File: src/design/fmt_fifo.sv
// Small flop-based FIFO, used for the command queue and the result queue.
// Depends on nothing but its parameters.
`default_nettype none

module fmt_fifo #(
  parameter int unsigned W     = 8,
  parameter int unsigned DEPTH = 4
) (
  input  wire logic                         clk,
  input  wire logic                         rst_n,
  input  wire logic                         wr_en,
  input  wire logic [W-1:0]                 wr_data,
  input  wire logic                         rd_en,
  output logic      [W-1:0]                 rd_data,
  output logic                              empty,
  output logic                              full,
  output logic      [$clog2(DEPTH+1)-1:0]   level
);

  localparam int unsigned AW = (DEPTH > 1) ? $clog2(DEPTH) : 1;
  localparam int unsigned CW = $clog2(DEPTH + 1);
  localparam logic [AW-1:0] LAST = AW'(DEPTH - 1);
  localparam logic [CW-1:0] FULL_CNT = CW'(DEPTH);

  logic [W-1:0]  mem_r [DEPTH];
  logic [AW-1:0] wr_ptr_r, wr_ptr_nxt;
  logic [AW-1:0] rd_ptr_r, rd_ptr_nxt;
  logic [CW-1:0] cnt_r, cnt_nxt;
  logic          do_wr, do_rd;

  assign empty   = (cnt_r == '0);
  assign full    = (cnt_r == FULL_CNT);
  assign level   = cnt_r;
  assign rd_data = mem_r[rd_ptr_r];
  assign do_wr   = wr_en && !full;
  assign do_rd   = rd_en && !empty;

  always_comb begin
    wr_ptr_nxt = wr_ptr_r;
    rd_ptr_nxt = rd_ptr_r;
    cnt_nxt    = cnt_r;
    if (do_wr) begin
      wr_ptr_nxt = (wr_ptr_r == LAST) ? '0 : wr_ptr_r + 1'b1;
    end
    if (do_rd) begin
      rd_ptr_nxt = (rd_ptr_r == LAST) ? '0 : rd_ptr_r + 1'b1;
    end
    if (do_wr && !do_rd) begin
      cnt_nxt = cnt_r + 1'b1;
    end else if (do_rd && !do_wr) begin
      cnt_nxt = cnt_r - 1'b1;
    end
  end

  always_ff @(posedge clk) begin
    if (!rst_n) begin
      wr_ptr_r <= '0;
      rd_ptr_r <= '0;
      cnt_r    <= '0;
    end else begin
      wr_ptr_r <= wr_ptr_nxt;
      rd_ptr_r <= rd_ptr_nxt;
      cnt_r    <= cnt_nxt;
    end
  end

  always_ff @(posedge clk) begin
    if (do_wr) begin
      mem_r[wr_ptr_r] <= wr_data;
    end
  end

`ifndef SYNTHESIS
  a_level_step: assert property (@(posedge clk) disable iff (!rst_n)
    (rst_n && do_wr && !do_rd) |=> (cnt_r == $past(cnt_r) + 1'b1))
    else $error("fifo level did not step up on a lone write");
  a_full_empty: assert property (@(posedge clk) disable iff (!rst_n)
    !(full && empty))
    else $error("fifo reports full and empty together");
  a_level_hold: assert property (@(posedge clk) disable iff (!rst_n)
    (rst_n && do_wr && do_rd) |=> (cnt_r == $past(cnt_r)))
    else $error("fifo level moved on a write plus read");
`endif

endmodule

`default_nettype wire

File: config.mk
export PLATFORM = sky130hd
export DESIGN_NAME = fmt_fifo
export DESIGN_NICKNAME = d
export VERILOG_FILES = /design/src/design/fmt_fifo.sv
export SDC_FILE = /design/constraint.sdc
export NUM_CORES = 1
export LEC_CHECK = 0
export BUFFER_PORTS_ARGS = -buffer_cell sky130_fd_sc_hd__buf_2
export CAP_MARGIN = 0
export CORE_MARGIN = 5
export CORE_UTILIZATION = 45
export CTS_BUF_LIST = sky130_fd_sc_hd__clkbuf_4
export CTS_CLUSTER_DIAMETER = 100
export DETAILED_ROUTE_END_ITERATION = 6
export GPL_TIMING_DRIVEN = 0
export PLACE_DENSITY = 0.68
export SKIP_LAST_GASP = 1
export SYNTH_ARGS = -nofsm -noshare
export SYNTH_HDL_FRONTEND = slang
export SYNTH_SLANG_ARGS = --single-unit
File: constraint.sdc
create_clock -name clk -period 3 [get_ports clk]
set_clock_uncertainty 0.1 [all_clocks]
set_input_delay 0 -clock clk [delete_from_list [all_inputs] [get_ports clk]]
set_output_delay 0 -clock clk [all_outputs]
set_load 0.01 [all_outputs]
### Word level (Yosys, flattened, before mapping)

Memory sizes are Yosys's and may differ from the RTL's. A register that Yosys moved wholly into a read port is not among the register bits.
Index checks and enable logic that the tools add are counted.

* register bits after elaboration: 7
* bits in writable memories: 32
* input bits: 12
* output and inout port bits: 13
* logic and storage cells: 29
* memories: 1

* add/subtract/negate cells: 4
* eq/ne operators: 3
* mux-type cells: 8
* reductions and logical operators: 10

Memory list
* mem_r: words 4, bits a word 8, read ports 1, clocked after memory_dff 1, wr ports 1, RTL line 25 `logic [W-1:0] mem_r [DEPTH];`

Operators with widths (count)
* $mux 2: 4
* $mux 3: 2
* $add 2x1->2 const B: 2
* $eq 2x2->1 const B: 2
* $logic_and 1x1->1: 4
* $logic_not 1->1: 4
* $add 3x1->3 const B: 1
* $eq 3x3->1 const B: 1
* $logic_not 3->1: 1
* $sub 3x1->3 const B: 1
* $mux 1: 2
* $reduce_bool 2->1: 1

### Longest topological paths before layout

* depth in word-level cells: 7
* mapped depth: 9
* depth with buffers taken out: 8

### Worst setup path after synthesis

Ideal clock, no wire load.

* kind: flip-flop to flip-flop
* start point: register cnt_r[0], in the netlist level[0]
* end point: register cnt_r[2], in the netlist level[2]
* arrival: 2067 ps
* slack: 757 ps
* stages on the path, launching flop included: 8
* path buffers: 0
* period minus slack after synthesis: 2243 ps
* path through: dfxtp_1 > o31ai_1 > ha_1 > inv_1 > fa_1 > xor2_1 > or3_1 > a21boi_0

* longest elaborated chain between the ends: 6
* elaborated cells between the ends (all ways): 15
* those cells by class: add/sub (2); eq/ne (1); mux (2); reduce/logical (10)

Ends and longest elaborated chain
* from (decl): RTL line 28 `logic [CW-1:0] cnt_r, cnt_nxt;`
* from (signal assigned): RTL line 63 `cnt_r <= cnt_nxt;`
* branches (longest 6 deep; another with $sub 3x1->3)

Parallel ways; which one is timed is not known. The select of a mux whose other input is x is not followed.
A chain may end at the register's enable or synchronous reset.

### Worst setup path after layout

* start point: register cnt_r[1], in the netlist level[1]
* end point: register cnt_r[2], in the netlist level[2]

Same word-level chain as after synthesis.

==> impl_metrics.toml <==
[setup_path]
cp_max_fo = 6
path_depth = 7
end_kind = "register"
critPathKind = "reg -> reg"
path_cells = "o31ai_1 -> ha_1 -> inv_1 -> fa_1 -> xor2_1 -> or3_1 -> a21boi_0"
cp-start-kind = "register"
cp.buffers_inverters = 1
crit_start = "level[1]$_SDFFE_PN0P_"
path_delay_family = "compound AO/OA/AOI/OAI gates"
slowest_delay_ns = 0.55
r2r_cells = 7
cp_slowest_cell = "o31ai_1"
r2r_end = "level[2]$_SDFFE_PN0P_"
cp_data_required_time_ns = 3.16
worstPathArrival_ns = 2.62
ff2ff_setup_slack_ns = 0.54
crit_end = "level[2]$_SDFFE_PN0P_"
rr_startpoint = "level[1]$_SDFFE_PN0P_"

[global_route]
grt_pass1_wl_mm = 4.39
grt_pass1_vias = 932
antenna_found_initial = 0
track_usage_pct = 11.9
grt_max_degree = 13
globalRouteOverflowTotal = 0

[die]
core_area_mm2 = 0.00342
rows = 21
ioPinCount = 25
dieHeight_um = 70.2
die_w_um = 70.2
fp.dieArea_mm2 = 0.00493
initial_utilization_pct = 47.7

[route]
wl_per_cell_um = 14.2
dr.first_iter.drc_count = 58
wl_mm = 2.57
vias = 896
viasPerCell = 4.95
dr.pass1.iters = 2
route.detailed.drc = 0
antenna_left = 0

[timing]
final-setup-viol-count = 0
fmax_mhz = 407
tightest_slew_ns = 0.566
slew_headroom_pct = 61.9
grt_setup_unrepaired = "false"
setup_ws_ns = 0.543
slew_violations = 0
hold_viol = 0
fin_crit_ns = 2.46
finalSetupTns_ns = 0
period_share_pct = 81.9

[synthesis]
synth_mux_area_share_pct = 12.9
yosys_warnings = 0
synth_xor_area_share_pct = 1.07
synth_compound_area_share_pct = 1.84
netlist_instances = 93
synth.top_cells.by_area = "edfxtp_1 (59%), dfxtp_1 (11%), mux4_2 (11%)"
yosys.area_share.simple_pct = 6.60
ys_seq_area_share_pct = 70.0
synth_top_area_share_pct = 58.9
synth_area_per_cell_um2 = 17.5
mappedNetlistArea_mm2 = 0.00163
synth_top_family_by_area = "multiplexers"
synth_top_area_cell = "edfxtp_1"
yosysUniqueCellTypes = 23
synthAdderAreaFrac_pct = 5.83
synth_seq_cells = 41
synth.net_count = 112

[power_and_ir_drop]
p_int_mw = 1.10
swShare_pct = 27.7
switching_power_mw = 0.419
total_leakage_power_nw = 0.743
peakVddDrop_mv = 0.347
seqPwrFrac_pct = 49.3
power.density_mw_per_mm2 = 762
clkPwrFrac_pct = 22.7
pwr-share-comb_pct = 28.0

[clock_network]
cts_tree = "built"
cts_resized = 0
clk_latency_ns = 0.33
cts_setup_buffers = 0
cts_buffers = 5
htreeDepth = 2
clock_path_buffers = 2
path_clk_slew_ns = 0.11
cts.sinks = 41
cts-root-buf = "clkbuf_4"

[cells_and_area]
finalNetCount = 153
nFillCells = 287
final_cell_mix = "edfxtp_1 (32), buf_2 (26), dlygate4sd3_1 (10)"
syn_to_final_growth_pct = 21.9
final_layout_size_suffix_gt1_share_pct = 31.1
final_common_cell = "edfxtp_1"
diodes = 0

[hold_path]
hp-class = "in -> reg"

[placement]
dp_hpwl_mm = 1.83
io_buffer_count = 24
routabilityCongestion = 0.724
dp_slack_ns = 0.502

[status]
outcome = "finished clean"

[job]
cap_violations = 0
-- sequential cells by signal (all words and copies together) (netlist names), named ones only --
register	cells
level	3
mem_r	32
rd_ptr_r	2
wr_ptr_r	2
-- cells by family after synthesis --
kind of cell    after synthesis
compound gates                5
buf+inv                       7
simple gates                 20
mux                          11
fa+ha+maj                     7
xor+xnor                      2
flops                        41
-- through the flow --
step / util (%) / power [mW] / cell area (um2) / instances / hold slack [ns]
global placement: 52.9 / 1.17 / 1810 / 163 / 0.110
detailed placement: 52.9 / 1.18 / 1810 / 163 / 0.119
CTS: 58.2 / 1.53 / 1990 / 181 / 0.0391
finish: 58.2 / 1.51 / 1990 / 181 / 0.0465
global route: 58.2 / 1.62 / 1990 / 181 / 0.0686
floorplan: - / 1.04 / 1630 / 93 / -0.00113
-- worst reg2reg max path: stages, from the launching register on --
cell,delay [ns]
dfxtp_1,0.39
o31ai_1,0.55
ha_1,0.29
inv_1,0.06
fa_1,0.38
xor2_1,0.16
or3_1,0.30
a21boi_0,0.18
-- how the worst min path moves through the flow --
stage	depth (start not counted)	start	slack [ns]	to
2_1_floorplan	0	wr_data[0]	-0.001	mem_r[0][0]$_DFFE_PP_
3_3_place_gp	1	wr_data[4]	0.11	mem_r[3][4]$_DFFE_PP_
3_5_place_dp	1	wr_data[2]	0.12	mem_r[3][2]$_DFFE_PP_
4_1_cts	4	wr_en	0.04	wr_ptr_r[1]$_SDFFE_PN0P_
5_1_grt	4	wr_en	0.07	wr_ptr_r[1]$_SDFFE_PN0P_
6_report	4	wr_en	0.05	wr_ptr_r[1]$_SDFFE_PN0P_
-- power groups by stage --
stage               Sequential (mW)  Combinational [mW]  Clock (mW)
floorplan                     0.755               0.288           0
global placement              0.753               0.413           0
detailed placement            0.761               0.424           0
CTS                           0.748               0.435       0.351
global route                  0.759               0.478       0.381
finish                        0.746               0.424       0.344
-- routing by layer --
metal	global-route usage, %	vias up	wire length (um)
met4	5.11	0	34
met1	14.4	441	1110
met5	0	-	0
met2	19.2	16	1320
met3	4.30	4	104
li1	-	435	-
-- timing repair --
item	4_1_cts	5_1_grt
hold buffers	10	0
endpoints found under the setup margin	0	0
endpoints found under the hold margin	36	0
-- Yosys cell counts --
library cell,number
nor3_1,1
edfxtp_1,32
buf_2,2
ha_1,6
inv_1,3
o21ai_0,3
dfxtp_1,9
mux2i_1,3
mux4_2,8
fa_1,1
nor2_1,2
nand2_1,6
nor3b_2,1
clkbuf_1,1
xnor2_1,1
or3_1,1
buf_1,1
xor2_1,1
and2_1,5
a21boi_0,1
nor2b_1,2
nand3_1,2
o31ai_1,1
-- area by class of cell --
cell class / instances / area (um2) / area share, %
Tap cell: 46 / 57.6 / 2.90
Multi-Input combinational cell: 45 / 460 / 23.2
Sequential cell: 41 / 1140 / 57.4
Clock buffer: 6 / 45.0 / 2.27
Clock inverter: 2 / 33.8 / 1.70
Timing Repair Buffer: 34 / 220 / 11.1
Inverter: 3 / 11.3 / 0.567
Buffer: 4 / 17.5 / 0.882
No activity file was read; power rests on OpenSTA's default activity.
