===== src/design/fmt_pkg.sv =====
// Shared types, codes and constant tables for the FM port timer/capture block.
// Used by fmt_front, fmt_back, fm_port_timer_status_capture and the testbench.
`default_nettype none

package fmt_pkg;

  localparam int unsigned RING_DEPTH_DEF = 4096;
  localparam int unsigned CMD_DEPTH      = 4;
  localparam int unsigned RQ_DEPTH       = 4;
  localparam int unsigned ENTRY_W        = 32;

  // Input function codes
  localparam logic [1:0] FUNC_WRITE  = 2'd0;
  localparam logic [1:0] FUNC_STATUS = 2'd1;
  localparam logic [1:0] FUNC_TICK   = 2'd2;
  localparam logic [1:0] FUNC_POP    = 2'd3;

  // Classified operations
  localparam logic [2:0] OP_INDEX  = 3'd0;
  localparam logic [2:0] OP_DATA   = 3'd1;
  localparam logic [2:0] OP_STATUS = 3'd2;
  localparam logic [2:0] OP_TICK   = 3'd3;
  localparam logic [2:0] OP_POP    = 3'd4;

  // Bank 0 register indexes with side effects
  localparam logic [7:0] REG_PRESET_ONE = 8'h02;
  localparam logic [7:0] REG_PRESET_TWO = 8'h03;
  localparam logic [7:0] REG_TIMER_CTRL = 8'h04;

  localparam logic [1:0] BANK_HIGH_OFFSET = 2'd2;

  typedef struct packed {
    logic [2:0] op;
    logic       bank;
    logic [7:0] data;
  } cmd_t;

  typedef struct packed {
    logic [7:0]  status_byte;
    logic        entry_valid;
    logic [14:0] entry_time;
    logic [8:0]  entry_register;
    logic [7:0]  entry_byte;
    logic [31:0] lost_total;
  } res_t;

  typedef logic [255:0][6:0] period_tab_t;

  // Timer period in ms, rounded, for each preset value
  function automatic period_tab_t build_period(input int unsigned scale);
    period_tab_t tab;
    for (int i = 0; i < 256; i++) begin
      tab[i] = 7'(((256 - i) * scale + 500) / 1000);
    end
    return tab;
  endfunction

  localparam period_tab_t PER_ONE_TAB = build_period(80);
  localparam period_tab_t PER_TWO_TAB = build_period(320);

endpackage

`default_nettype wire


===== src/design/fmt_fifo.sv =====
// Small flop-based FIFO, used for the command queue and the result queue.
// Depends on nothing but its parameters.
`default_nettype none

module fmt_fifo #(
  parameter int unsigned W     = 8,
  parameter int unsigned DEPTH = 4
) (
  input  wire logic                         clk,
  input  wire logic                         rst_n,
  input  wire logic                         wr_en,
  input  wire logic [W-1:0]                 wr_data,
  input  wire logic                         rd_en,
  output logic      [W-1:0]                 rd_data,
  output logic                              empty,
  output logic                              full,
  output logic      [$clog2(DEPTH+1)-1:0]   level
);

  localparam int unsigned AW = (DEPTH > 1) ? $clog2(DEPTH) : 1;
  localparam int unsigned CW = $clog2(DEPTH + 1);
  localparam logic [AW-1:0] LAST = AW'(DEPTH - 1);
  localparam logic [CW-1:0] FULL_CNT = CW'(DEPTH);

  logic [W-1:0]  mem_r [DEPTH];
  logic [AW-1:0] wr_ptr_r, wr_ptr_nxt;
  logic [AW-1:0] rd_ptr_r, rd_ptr_nxt;
  logic [CW-1:0] cnt_r, cnt_nxt;
  logic          do_wr, do_rd;

  assign empty   = (cnt_r == '0);
  assign full    = (cnt_r == FULL_CNT);
  assign level   = cnt_r;
  assign rd_data = mem_r[rd_ptr_r];
  assign do_wr   = wr_en && !full;
  assign do_rd   = rd_en && !empty;

  always_comb begin
    wr_ptr_nxt = wr_ptr_r;
    rd_ptr_nxt = rd_ptr_r;
    cnt_nxt    = cnt_r;
    if (do_wr) begin
      wr_ptr_nxt = (wr_ptr_r == LAST) ? '0 : wr_ptr_r + 1'b1;
    end
    if (do_rd) begin
      rd_ptr_nxt = (rd_ptr_r == LAST) ? '0 : rd_ptr_r + 1'b1;
    end
    if (do_wr && !do_rd) begin
      cnt_nxt = cnt_r + 1'b1;
    end else if (do_rd && !do_wr) begin
      cnt_nxt = cnt_r - 1'b1;
    end
  end

  always_ff @(posedge clk) begin
    if (!rst_n) begin
      wr_ptr_r <= '0;
      rd_ptr_r <= '0;
      cnt_r    <= '0;
    end else begin
      wr_ptr_r <= wr_ptr_nxt;
      rd_ptr_r <= rd_ptr_nxt;
      cnt_r    <= cnt_nxt;
    end
  end

  always_ff @(posedge clk) begin
    if (do_wr) begin
      mem_r[wr_ptr_r] <= wr_data;
    end
  end

`ifndef SYNTHESIS
  a_level_step: assert property (@(posedge clk) disable iff (!rst_n)
    (rst_n && do_wr && !do_rd) |=> (cnt_r == $past(cnt_r) + 1'b1))
    else $error("fifo level did not step up on a lone write");
  a_full_empty: assert property (@(posedge clk) disable iff (!rst_n)
    !(full && empty))
    else $error("fifo reports full and empty together");
  a_level_hold: assert property (@(posedge clk) disable iff (!rst_n)
    (rst_n && do_wr && do_rd) |=> (cnt_r == $past(cnt_r)))
    else $error("fifo level moved on a write plus read");
`endif

endmodule

`default_nettype wire


===== src/design/fmt_front.sv =====
// Front end: accepts input beats, classifies them into commands and queues them.
// Depends on fmt_pkg and fmt_fifo.
`default_nettype none

module fmt_front (
  input  wire logic          clk,
  input  wire logic          rst_n,
  input  wire logic          push,
  output logic               full,
  input  wire logic [1:0]    func,
  input  wire logic [1:0]    port_offset,
  input  wire logic [7:0]    write_data,
  output logic               cmd_valid,
  output fmt_pkg::cmd_t      cmd,
  input  wire logic          cmd_take
);

  fmt_pkg::cmd_t cls;
  logic          cmd_empty;
  logic [$clog2(fmt_pkg::CMD_DEPTH+1)-1:0] cmd_level;

  always_comb begin
    cls.bank = (port_offset == fmt_pkg::BANK_HIGH_OFFSET);
    cls.data = write_data;
    unique case (func)
      fmt_pkg::FUNC_WRITE:  cls.op = port_offset[0] ? fmt_pkg::OP_DATA : fmt_pkg::OP_INDEX;
      fmt_pkg::FUNC_STATUS: cls.op = fmt_pkg::OP_STATUS;
      fmt_pkg::FUNC_TICK:   cls.op = fmt_pkg::OP_TICK;
      fmt_pkg::FUNC_POP:    cls.op = fmt_pkg::OP_POP;
    endcase
  end

  fmt_fifo #(
    .W     ($bits(fmt_pkg::cmd_t)),
    .DEPTH (fmt_pkg::CMD_DEPTH)
  ) u_cmd_q (
    .clk     (clk),
    .rst_n   (rst_n),
    .wr_en   (push),
    .wr_data (cls),
    .rd_en   (cmd_take),
    .rd_data (cmd),
    .empty   (cmd_empty),
    .full    (full),
    .level   (cmd_level)
  );

  assign cmd_valid = !cmd_empty;

`ifndef SYNTHESIS
  a_take_valid: assert property (@(posedge clk) disable iff (!rst_n)
    cmd_take |-> cmd_valid)
    else $error("command taken from an empty queue");
  a_level_bound: assert property (@(posedge clk) disable iff (!rst_n)
    cmd_valid |-> (cmd_level != '0))
    else $error("command valid with zero level");
  a_op_legal: assert property (@(posedge clk) disable iff (!rst_n)
    cmd_valid |-> (cmd.op == fmt_pkg::OP_INDEX || cmd.op == fmt_pkg::OP_DATA ||
                   cmd.op == fmt_pkg::OP_STATUS || cmd.op == fmt_pkg::OP_TICK ||
                   cmd.op == fmt_pkg::OP_POP))
    else $error("queued command carries an unused op code");
`endif

endmodule

`default_nettype wire


===== config.mk =====
export PLATFORM = sky130hd
export DESIGN_NAME = fmt_front
export DESIGN_NICKNAME = d
export VERILOG_FILES = /design/src/design/fmt_pkg.sv /design/src/design/fmt_fifo.sv /design/src/design/fmt_front.sv
export SDC_FILE = /design/constraint.sdc
export NUM_CORES = 1
export LEC_CHECK = 0
export BUFFER_PORTS_ARGS = -buffer_cell sky130_fd_sc_hd__buf_2
export CORE_MARGIN = 10
export CORE_UTILIZATION = 56
export CTS_CLUSTER_SIZE = 30
export DETAILED_ROUTE_END_ITERATION = 16
export MAX_ROUTING_LAYER = met4
export PLACE_DENSITY = 0.85
export SYNTH_ARGS = -nofsm -noshare
export SYNTH_HDL_FRONTEND = slang
export SYNTH_SLANG_ARGS = --single-unit

===== constraint.sdc =====
create_clock -name clk -period 2.4 [get_ports clk]
set_clock_uncertainty 0.1 [all_clocks]
set_input_delay 0.36 -clock clk [delete_from_list [all_inputs] [get_ports clk]]
set_output_delay 0.36 -clock clk [all_outputs]
set_load 0.005 [all_outputs]

After elaboration in Yosys (flattened, before gate mapping)
Memories as Yosys holds them, arrays and structs flattened. A register that Yosys moved wholly into a read port is not among the register bits.
Index checks and enable logic that the tools add are counted.
{"block": "classes", "reduce_logical": 11, "div": 0, "n_bitwise": 0, "add_sub_neg": 4, "n_mux": 10, "n_eq_ne": 7, "n_shift": 0, "n_lt_le_gt_ge": 0, "n_mul": 0}
{"operator": "one-hot mux 3 bit (4 select lines)", "n": 1}
{"operator": "== test 2 bit, second input constant", "n": 5}
{"operator": "two-way mux 2 bit", "n": 4}
{"operator": "two-way mux 3 bit", "n": 2}
{"operator": "adder 2 x 1 -> 2 bit, second input constant", "n": 2}
{"operator": "logical AND 1 bit", "n": 4}
{"operator": "logical NOT 1 bit", "n": 4}
{"operator": "adder 3 x 1 -> 3 bit, second input constant", "n": 1}
{"operator": "== test 3 bit, second input constant", "n": 1}
{"operator": "logical NOT 3 bit", "n": 1}
{"operator": "two-way mux 1 bit", "n": 3}
{"operator": "subtractor 3 x 1 -> 3 bit, second input constant", "n": 1}
{"operator": "== test 2 x 1 -> 1 bit, second input constant", "n": 1}
{"operator": "logical NOT 2 bit", "n": 1}
{"operator": "nonzero test 2 bit", "n": 1}
{"block": "totals", "ramBits": 48, "output_inout_bits": 14, "wordCells": 36, "latch_bits": 0, "memories": 1, "input_bits": 16, "rom_bits": 0, "ff_bits": 7}
{"name": "u_cmd_q.mem_r", "depth": 4, "width": 12, "rd": 1, "rd_clocked_by_memory_dff": 1, "write_ports": 1, "line_no": "fmt_fifo.sv:25", "rtl": "logic [W-1:0] mem_r [DEPTH];"}

Longest topological paths before layout
Gate-level depths: netlist of the first run.
{"block": "depth", "word_depth": 7, "depth_mapped": 9, "ltp_nobuf": 8}

By module
From an unflattened synthesis of the first run, not the netlist that was laid out.
{"block": "unflattened", "cells_unflattened": 121, "hier_area_um2": 2307.2}
{"mod": "fmt_fifo", "n_inst": 1, "cells_each": 113, "area_per_inst_um2": 2237.1, "seq_area_each_um2": 1621.6}
{"mod": "fmt_front", "n_inst": 1, "cells_each": 8, "area_per_inst_um2": 70.1, "seq_area_each_um2": 0.0}

Least setup slack after synthesis of the first run
No wires, ideal clock.
{"block": "synth_path", "kind": "register to register", "from": "register u_cmd_q.cnt_r[0] (netlist: u_cmd_q.level[0])", "to": "register u_cmd_q.cnt_r[2] (netlist: u_cmd_q.level[2])", "path_buffers": 0, "setup_time_ns": 0.076, "path_stages_with_launch": 8, "synth_period_minus_slack_ns": 2.188, "arrival_ns": 2.013, "setup_slack_ns": 0.212, "required_time_ns": 2.224, "cell_sequence": "dfxtp_1 o31ai_1 ha_1 inv_1 fa_1 xor2_1 or3_1 a21boi_0"}
{"block": "synth_between", "elab_chain_cells": 6, "word_cells_on_any_way": 15, "cone_classes": "add/sub: 2; eq/ne: 1; mux: 2; reduce/logical: 10"}
{"element": "start: declaration", "line_no": "fmt_fifo.sv:28", "rtl": "logic [CW-1:0] cnt_r, cnt_nxt;"}
{"element": "start signal: assignment", "line_no": "fmt_fifo.sv:63", "rtl": "cnt_r <= cnt_nxt;"}
{"element": "branches (longest 6 deep; another with subtractor 3 x 1 -> 3 bit)"}
Parallel ways; which one is timed is not known. The select of a mux whose other input is x is not followed.
A chain may end at the register's enable or synchronous reset.

Worst setup path in the final report of the first run
Ends and elaborated chain as after synthesis.

==> flow_results.org, run 1 <==
** Final layout
- Util after Layout :: 66.89%
- Most common cell after layout, fill and taps aside :: edfxtp_1
- In the final layout, the share of cells above drive strength 1 is 34.36%.
- Leading cell types in the layout, fill and taps excluded :: edfxtp_1 (48), buf_2 (29), ha_1 (9), dfxtp_1 (9), clkbuf_8 (9)
- Fin nets :: 185
- Excluding fillers, the count of instances in the completed layout stands at 214.
- The area growth from synthesis to layout is 15.88%.

** Synthesis
- The cell area that synthesis handed to floorplanning was 2292 µm².
- In the synthesized netlist the dominant register cell turns out to be edfxtp_1.
- Cell count after synthesis :: 120
- Register bit count reported by yosys :: 57
- Async S/R FF share, synth :: 0%
- Number of flops mapped to enable cells by yosys :: 48
- Sequential share of the synthesized area :: 70.74%
- Post-Syn Nets :: 146
- Mean post-synth cell area :: 19.10 µm²
- Count of yosys warnings during synthesis :: 0
- Counting distinct cell types in the post-synthesis netlist gives 25.

** Global route
- The initial antenna violation count came to 0.
- Global routing finished with a remaining overflow of 0.
- Global Route met1 Usage :: 11.95%
- The first global-routing pass estimated 6.403 mm of wire.
- Entering global routing, the biggest net connects 13 pins.
- Number of global-route vias before repair :: 1,313
- Met2 capacity usage during global routing :: 19.30%
- Grt met3 use :: 6.445%
- Global routing used 12.21% of the available tracks across all layers.
- The global routing stage identified its most utilized layer as met2.

** Die
- Die span in y :: 83.98 µm
- Core area :: 3971 µm²
- Effective utilization at floorplan :: 57.72%
- The floorplan has 23 rows.
- The die covers 7053 µm².
- Boundary Pins :: 30
- Width of the chip :: 83.98 µm

** Setup path
- Maximum cell stage delay along the critical path :: 0.46 ns
- Critical path startpoint category :: flop
- Walking the worst path, the cells encountered are nor3b_2, nor2b_1, ha_1, inv_1, fa_1, xor2_1, or3_1, a21boi_0.
- Grouping stages by cell kind, the critical path spends the most delay in adder cells.
- Crit path kind :: reg2reg
- In this run the worst path has a maximum fanout of 5.
- CP max stage cell :: dfxtp_1
- The worst setup path is captured at a flop.
- Counting both buffers and inverters, the worst setup path holds a total of 1.
- Data on the critical path is required at its endpoint by 2.54 ns.
- Data arrives at the worst endpoint at 2.33 ns.

** Timing
- After layout, the worst path uses 91.29% of the clock period.
- Total count of hold-check failures in the final report :: 0
- Worst relative slew slack :: 56.05%
- Max Fclk :: 0.4564 GHz
- Accumulated negative setup slack :: 0 ns
- Min Tclk post-route :: 2.191 ns
- Setup repair after global routing left no endpoint under its margin.
- The final count of pins violating max slew was 0.
- Actual slew at the worst max-slew pin :: 0.6592 ns
- Setup violations remaining at the end of the flow were counted as 0.
- Hold Slack :: 0.1451 ns

** Power and ir drop
- The design draws 2.604 mW.
- VDD IR max :: 0.7082 mV
- Leakage power total :: 0.9912 nW
- For this design the ratio of total power to cell area is 980.2 nW/µm².

** Clocking
- For this design, the CTS-stage hold fixing added 0 buffers.
- The H-tree generated during clock tree synthesis spans 3 levels.
- In this run, CTS created clock tree buffers numbering 9.
- Clock-pin slew was measured on the worst setup and hold paths at 0.06 ns.
- Resize count post-CTS :: 0
- Worst-case clock buffer depth :: 2
- Clk sink count :: 57
- Skew-Pair Late Insertion Delay :: 0.32 ns
- TritonCTS built the clock tree.
- In this run the post-CTS setup repair buffer count came out at 0.
- The tree is rooted in a clkbuf_8.

** Place
- Number of placed instances with taps included :: 198
- During placement, the flow inserted port buffers numbering 29.
- After legalization and detailed placement, the total HPWL measured 2.605 mm.
- GP Congestion :: 0.6764

** Detailed routing
- Detailed Route WL :: 3.774 mm
- Post-DR vias/cell :: 5.430
- Number of remaining DRC errors :: 0
- First-pass iteration count of the detailed router :: 4
- Post-route antenna net violation count :: 0
- Detailed routing inserted a total of 1,162 vias.
- Iteration-0 DRC count of the detailed router :: 71
- Dividing the detail-routed wire length by the instance count gives 17.64 µm.

** Min path
- Worst hold path type :: in2reg

** Status
- Result of the run :: completed

** Job
- The tool flagged a number of max-cap violations equal to 0.
[cell families (layout without fill, tap and decap cells)]
group / after synthesis / count (layout) / synth area share (%)
adders and majority gates: 10 / 10 / 5.786
muxes: 16 / 16 / 14.41
other: 0 / 1 / 0
buffers and inverters: 9 / 52 / 1.910
and+or+nand+nor: 21 / 21 / 5.077
DFF: 57 / 57 / 70.74
AOI/OAI and AO/OA: 5 / 5 / 1.310
xor gates and xnor gates: 2 / 2 / 0.7643
[metrics by stage]
stage	setup slack [ns]	instance area [µm²]
after floorplan	0.2119	2292
after global placement	0.3389	2497
after detailed placement	0.1184	2497
after CTS	0.09029	2649
after global routing	0.03573	2654
final	0.2090	2656
[state kept, by name, indices dropped and copies added, names as in the netlist, named ones only]
register	count
u_cmd_q.level	3
u_cmd_q.mem_r	48
u_cmd_q.rd_ptr_r	2
u_cmd_q.wr_ptr_r	2
[layer usage]
| layer | part of all wire (%) | routed length, µm |
|---|---|---|
| met5 | 0 | 0 |
| met4 | 1.8 | 68 |
| met3 | 7.0 | 263 |
| met2 | 52 | 1972 |
| met1 | 39 | 1470 |
[final timing paths]
path                               startpoint                          endpoint  slack, ns  cells past startpoint
min                             write_data[0]     u_cmd_q.mem_r[1][0]$_DFFE_PP_       0.15                      1
min reg2reg  u_cmd_q.wr_ptr_r[1]$_SDFFE_PN0P_  u_cmd_q.wr_ptr_r[1]$_SDFFE_PN0P_       0.42                      2
max             u_cmd_q.level[0]$_SDFFE_PN0P_     u_cmd_q.level[2]$_SDFFE_PN0P_       0.21                      8
max reg2reg     u_cmd_q.level[0]$_SDFFE_PN0P_     u_cmd_q.level[2]$_SDFFE_PN0P_       0.21                      8
[where the power goes]
part / internal, mW / switching (mW)
Combinational: 0.331 / 0.282
Clock: 0.357 / 0.337
Sequential: 1.22 / 0.0793
[synth_stat cells (all sizes together) (2+ instances only)]
master	number	area (µm²)
and2	5	31.28
buf	3	21.27
dfxtp	9	180.2
edfxtp	48	1441
ha	9	112.6
inv	5	18.77
mux2i	3	30.03
mux4	12	289.0
nand2	6	22.52
nand3	2	10.01
nor2	2	7.510
nor2b	3	18.77
o21ai	3	15.01
or3	2	13.77
[area by class of cell]
cell class	count	area (µm²)
Sequential cell	57	1622
Fill cell	273	1315
Multi-Input combinational cell	54	631.9
Timing Repair Buffer	32	167.7
Clock buffer	10	127.6
Tap cell	50	62.56
Clock inverter	5	23.77
Inverter	5	18.77
Antenna cell	1	2.502
Power figures use the tool's default switching activity.
==> run 2, diff against run 1 <==
--- a/config.mk
+++ b/config.mk
@@ -12,6 +12,7 @@
 export DETAILED_ROUTE_END_ITERATION = 16
 export MAX_ROUTING_LAYER = met4
 export PLACE_DENSITY = 0.85
+export SLEW_MARGIN = 10
 export SYNTH_ARGS = -nofsm -noshare
 export SYNTH_HDL_FRONTEND = slang
 export SYNTH_SLANG_ARGS = --single-unit
==> constraint.sdc (replaced) <==
create_clock -name clk -period 2.4 [get_ports clk]
set_clock_uncertainty 0.1 [all_clocks]
set_input_delay 0.24 -clock clk [delete_from_list [all_inputs] [get_ports clk]]
set_output_delay 0.24 -clock clk [all_outputs]
set_load 0.005 [all_outputs]
==> run 2 against run 1 <==
  * Routed wire length grew 7.0%
  * Cell area increased by 0.89%
  * Combinational power is 1% higher
==> flow_results.org, run 2 (same netlist as run 1, synthesis figures left out) <==
** Status
- The flow ran to the end, and the final reports show no timing, DRC or antenna violations.

** Detailed routing
- The number of violations reported at the end of detailed-routing iteration 0 was 108 (+52%).
- Routed metal-1 wire length :: 1.620 mm (+10%)
- The met2 wirelength from detailed routing is 2.111 mm (+7.0%).
- First-pass iteration count of the detailed router :: 4 (unchanged)
- Post-DR vias/cell :: 5.565 (+2.5%)
- Via count of the routed design :: 1,191 (+2.5%)
- Length of routed met3 wiring :: 255 µm (-3.0%)
- The remaining antenna violation count was 0 (unchanged).
- Number of remaining DRC errors :: 0 (unchanged)
- The highest metal layer carrying signal wires in the routed design is met4.
- The routed wire length came to 4.039 mm (+7.0%).
- The mean routed wirelength per cell was 18.87 µm (+7.0%).

** Clocking
- The count of hold-fix buffers inserted at cts was 0 (unchanged).
- The CTS sink count came to 57 (unchanged).
- The insertion delay of the later-clocked pin in the worst-skew pair was 0.33 ns (about the same).
- Worst-case clock buffer depth :: 2 (unchanged)
- The number of buffers created by CTS is 9 (unchanged).
- Clock transition time at the flip-flop clock pins of the worst setup and hold paths :: 0.06 ns (about the same)
- Root buffer cell :: clkbuf_8
- Total number of H-tree levels :: 3 (unchanged)
- CTS tree :: done
- The post-CTS resize count came to 0 (unchanged).
- Post-CTS setup buffer count :: 0 (unchanged)

** Power and ir drop
- The worst ir drop on vdd was 0.9030 mV (+27%).
- Leakage power total :: 0.9979 nW (+0.68%)
- The power density over the cells came to 1020 nW/µm² (+4.1%).

** Timing
- The transition time of the tightest slew-check pin was 0.6346 ns (-0.02457 ns).
- The highest clock rate is 0.4378 GHz (-4.1%).
- Worst relative slew slack :: 57.69% (+1.6 points)
- The worst slack on hold paths was 0.02961 ns (-0.1155 ns).
- Total count of hold-check failures in the final report :: 0 (unchanged)
- The post-route fraction of the period consumed by the critical path was 95.17% (+3.9 points).
- Final setup violation count :: 0 (unchanged)
- The final count of pins violating max slew came to 0 (unchanged).
- Setup repair after global routing missed its margin :: no
- Min Tclk post-route :: 2.284 ns (+0.09316 ns)
- The final total negative setup slack came to 0 ns (unchanged).

** Die
- The initial cell density of the core was 57.72% (unchanged).
- Core area :: 3971 µm² (unchanged)
- Row count :: 23 (unchanged)
- Width of the chip :: 83.98 µm (unchanged)
- The die extent in y came to 83.98 µm (unchanged).
- Boundary Pins :: 30 (unchanged)
- Die Footprint :: 7053 µm² (unchanged)

** Global route
- Number of global-route vias before repair :: 1,330 (+1.3%)
- Maximum number of pins on one net before global-route repair :: 13 (unchanged)
- The remaining global-route overflow came to 0 (unchanged).
- Number of antenna violations at the first check in global routing :: 0 (unchanged)
- Total Routing Usage GR :: 12.50% (+0.28 points)
- Global-route wire length before repair :: 6.575 mm (+2.7%)

** Final layout
- The final-stage net count is 185 (unchanged).
- Most common cell after layout, fill and taps aside :: edfxtp_1
- Largest register by flop count :: u_cmd_q.mem_r
- Flip-flop count of the largest register after layout :: 48 (unchanged)
- From synthesis to final layout, the design area changed by 16.92%.
- The proportion of layout cells with a drive suffix above 1 is 32.93% (-1.4 points).
- Leading cell types in the layout, fill and taps excluded :: edfxtp_1 (48), buf_2 (29), ha_1 (9), dfxtp_1 (9), clkbuf_8 (9)
- Count of filler cells inserted in the layout :: 266 (-2.6%)
- The final instance area was 2680 µm² (+0.89%).
- The number of diodes added for antenna fixing was 0 (-1).
- The number of non-filler instances in the completed layout is 214 (unchanged).
- Util after Layout :: 67.49% (+0.60 points)

** Setup path
- Endpoint class of the critical path :: flop
- The critical path data required time was 2.54 ns (about the same).
- The peak per-stage delay on the critical path came to 0.38 ns (-0.08 ns).
- CP Data Arrival Time :: 2.42 ns (+0.09 ns)
- On the critical path, the stage with the largest delay is an instance of dfxtp_1.
- The critical path in this run is classified as reg2reg.
- Critical path startpoint category :: flop
- Traced cell by cell, the critical path runs through o31ai_2, ha_1, inv_1, fa_1, xor2_1, or3_1, a21boi_0.
- R2r worst-path depth :: 7 (-1)
- The maximum net fanout on the critical path was 5 (unchanged).

** Place
- Placed inst area :: 2497 µm² (unchanged)
- The quantity of I/O buffers inserted on ports came to 29 (unchanged).
- HPWL after detailed placement :: 2.760 mm (+5.9%)
- The number of placed cells counting well taps was 198 (unchanged).
- The placer's final routability congestion estimate came to 0.6513 (-3.7%).

** Min path
- The worst hold path belongs to the class in2reg.
- Cells on Worst Hold Path :: 1 (unchanged)

** Job
- Max-Cap Viols :: 0 (unchanged)
[run 2: cell types whose count changed in the layout (fill, tap and decap cells not counted)]
cell       before  now
bufinv_16       0    1
diode_2         1    0
clkinv_1        1    3
clkinv_2        4    1
clkbuf_1        1    2
[run 2: final cells by class]
class | instances | area, µm² | share of cell area, %
Sequential cell | 57 | 1622 | 60.50
Multi-Input combinational cell | 54 | 631.9 | 23.58
Timing Repair Buffer | 32 | 167.7 | 6.256
Clock buffer | 11 | 131.4 | 4.902
Tap cell | 50 | 62.56 | 2.334
Clock inverter | 5 | 46.29 | 1.727
Inverter | 5 | 18.77 | 0.7003
[run 2: critical path: cells and delay by family (launching register included)]
| kind | cells | cell delay [ns] |
|---|---|---|
| simple gates | 1 | 0.30 |
| xor+xnor | 1 | 0.17 |
| flops | 1 | 0.38 |
| fa+ha+maj | 2 | 0.63 |
| buf+inv | 1 | 0.07 |
| compound gates | 2 | 0.54 |
[run 2: stage by stage]
step	setup WS, ns	total power, mW
2_1_floorplan	0.2119	1.707
3_3_place_gp	0.3348	1.897
3_5_place_dp	0.03525	1.946
4_1_cts	0.03373	2.756
5_1_grt	0.01520	2.884
6_report	0.1158	2.734
[run 2: per-layer routing]
metal | global-route usage, % | up-vias
met5 | - | -
met4 | 5.479 | 0
met3 | 5.957 | 5
met2 | 19.58 | 36
met1 | 13.18 | 604
li1 | - | 546
[run 2: worst paths after layout]
path | from | endpoint | slack [ns]
max | u_cmd_q.level[0]$_SDFFE_PN0P_ | u_cmd_q.level[2]$_SDFFE_PN0P_ | 0.12
min | write_data[0] | u_cmd_q.mem_r[1][0]$_DFFE_PP_ | 0.03
max reg2reg | u_cmd_q.level[0]$_SDFFE_PN0P_ | u_cmd_q.level[2]$_SDFFE_PN0P_ | 0.12
min reg2reg | u_cmd_q.wr_ptr_r[1]$_SDFFE_PN0P_ | u_cmd_q.wr_ptr_r[1]$_SDFFE_PN0P_ | 0.41
[run 2: where the power goes]
part           internal (mW)  total, mW  switching (mW)
clock                  0.467      0.814           0.347
sequential              1.22       1.30          0.0817
combinational          0.333      0.619           0.286
total                   2.02       2.73           0.714
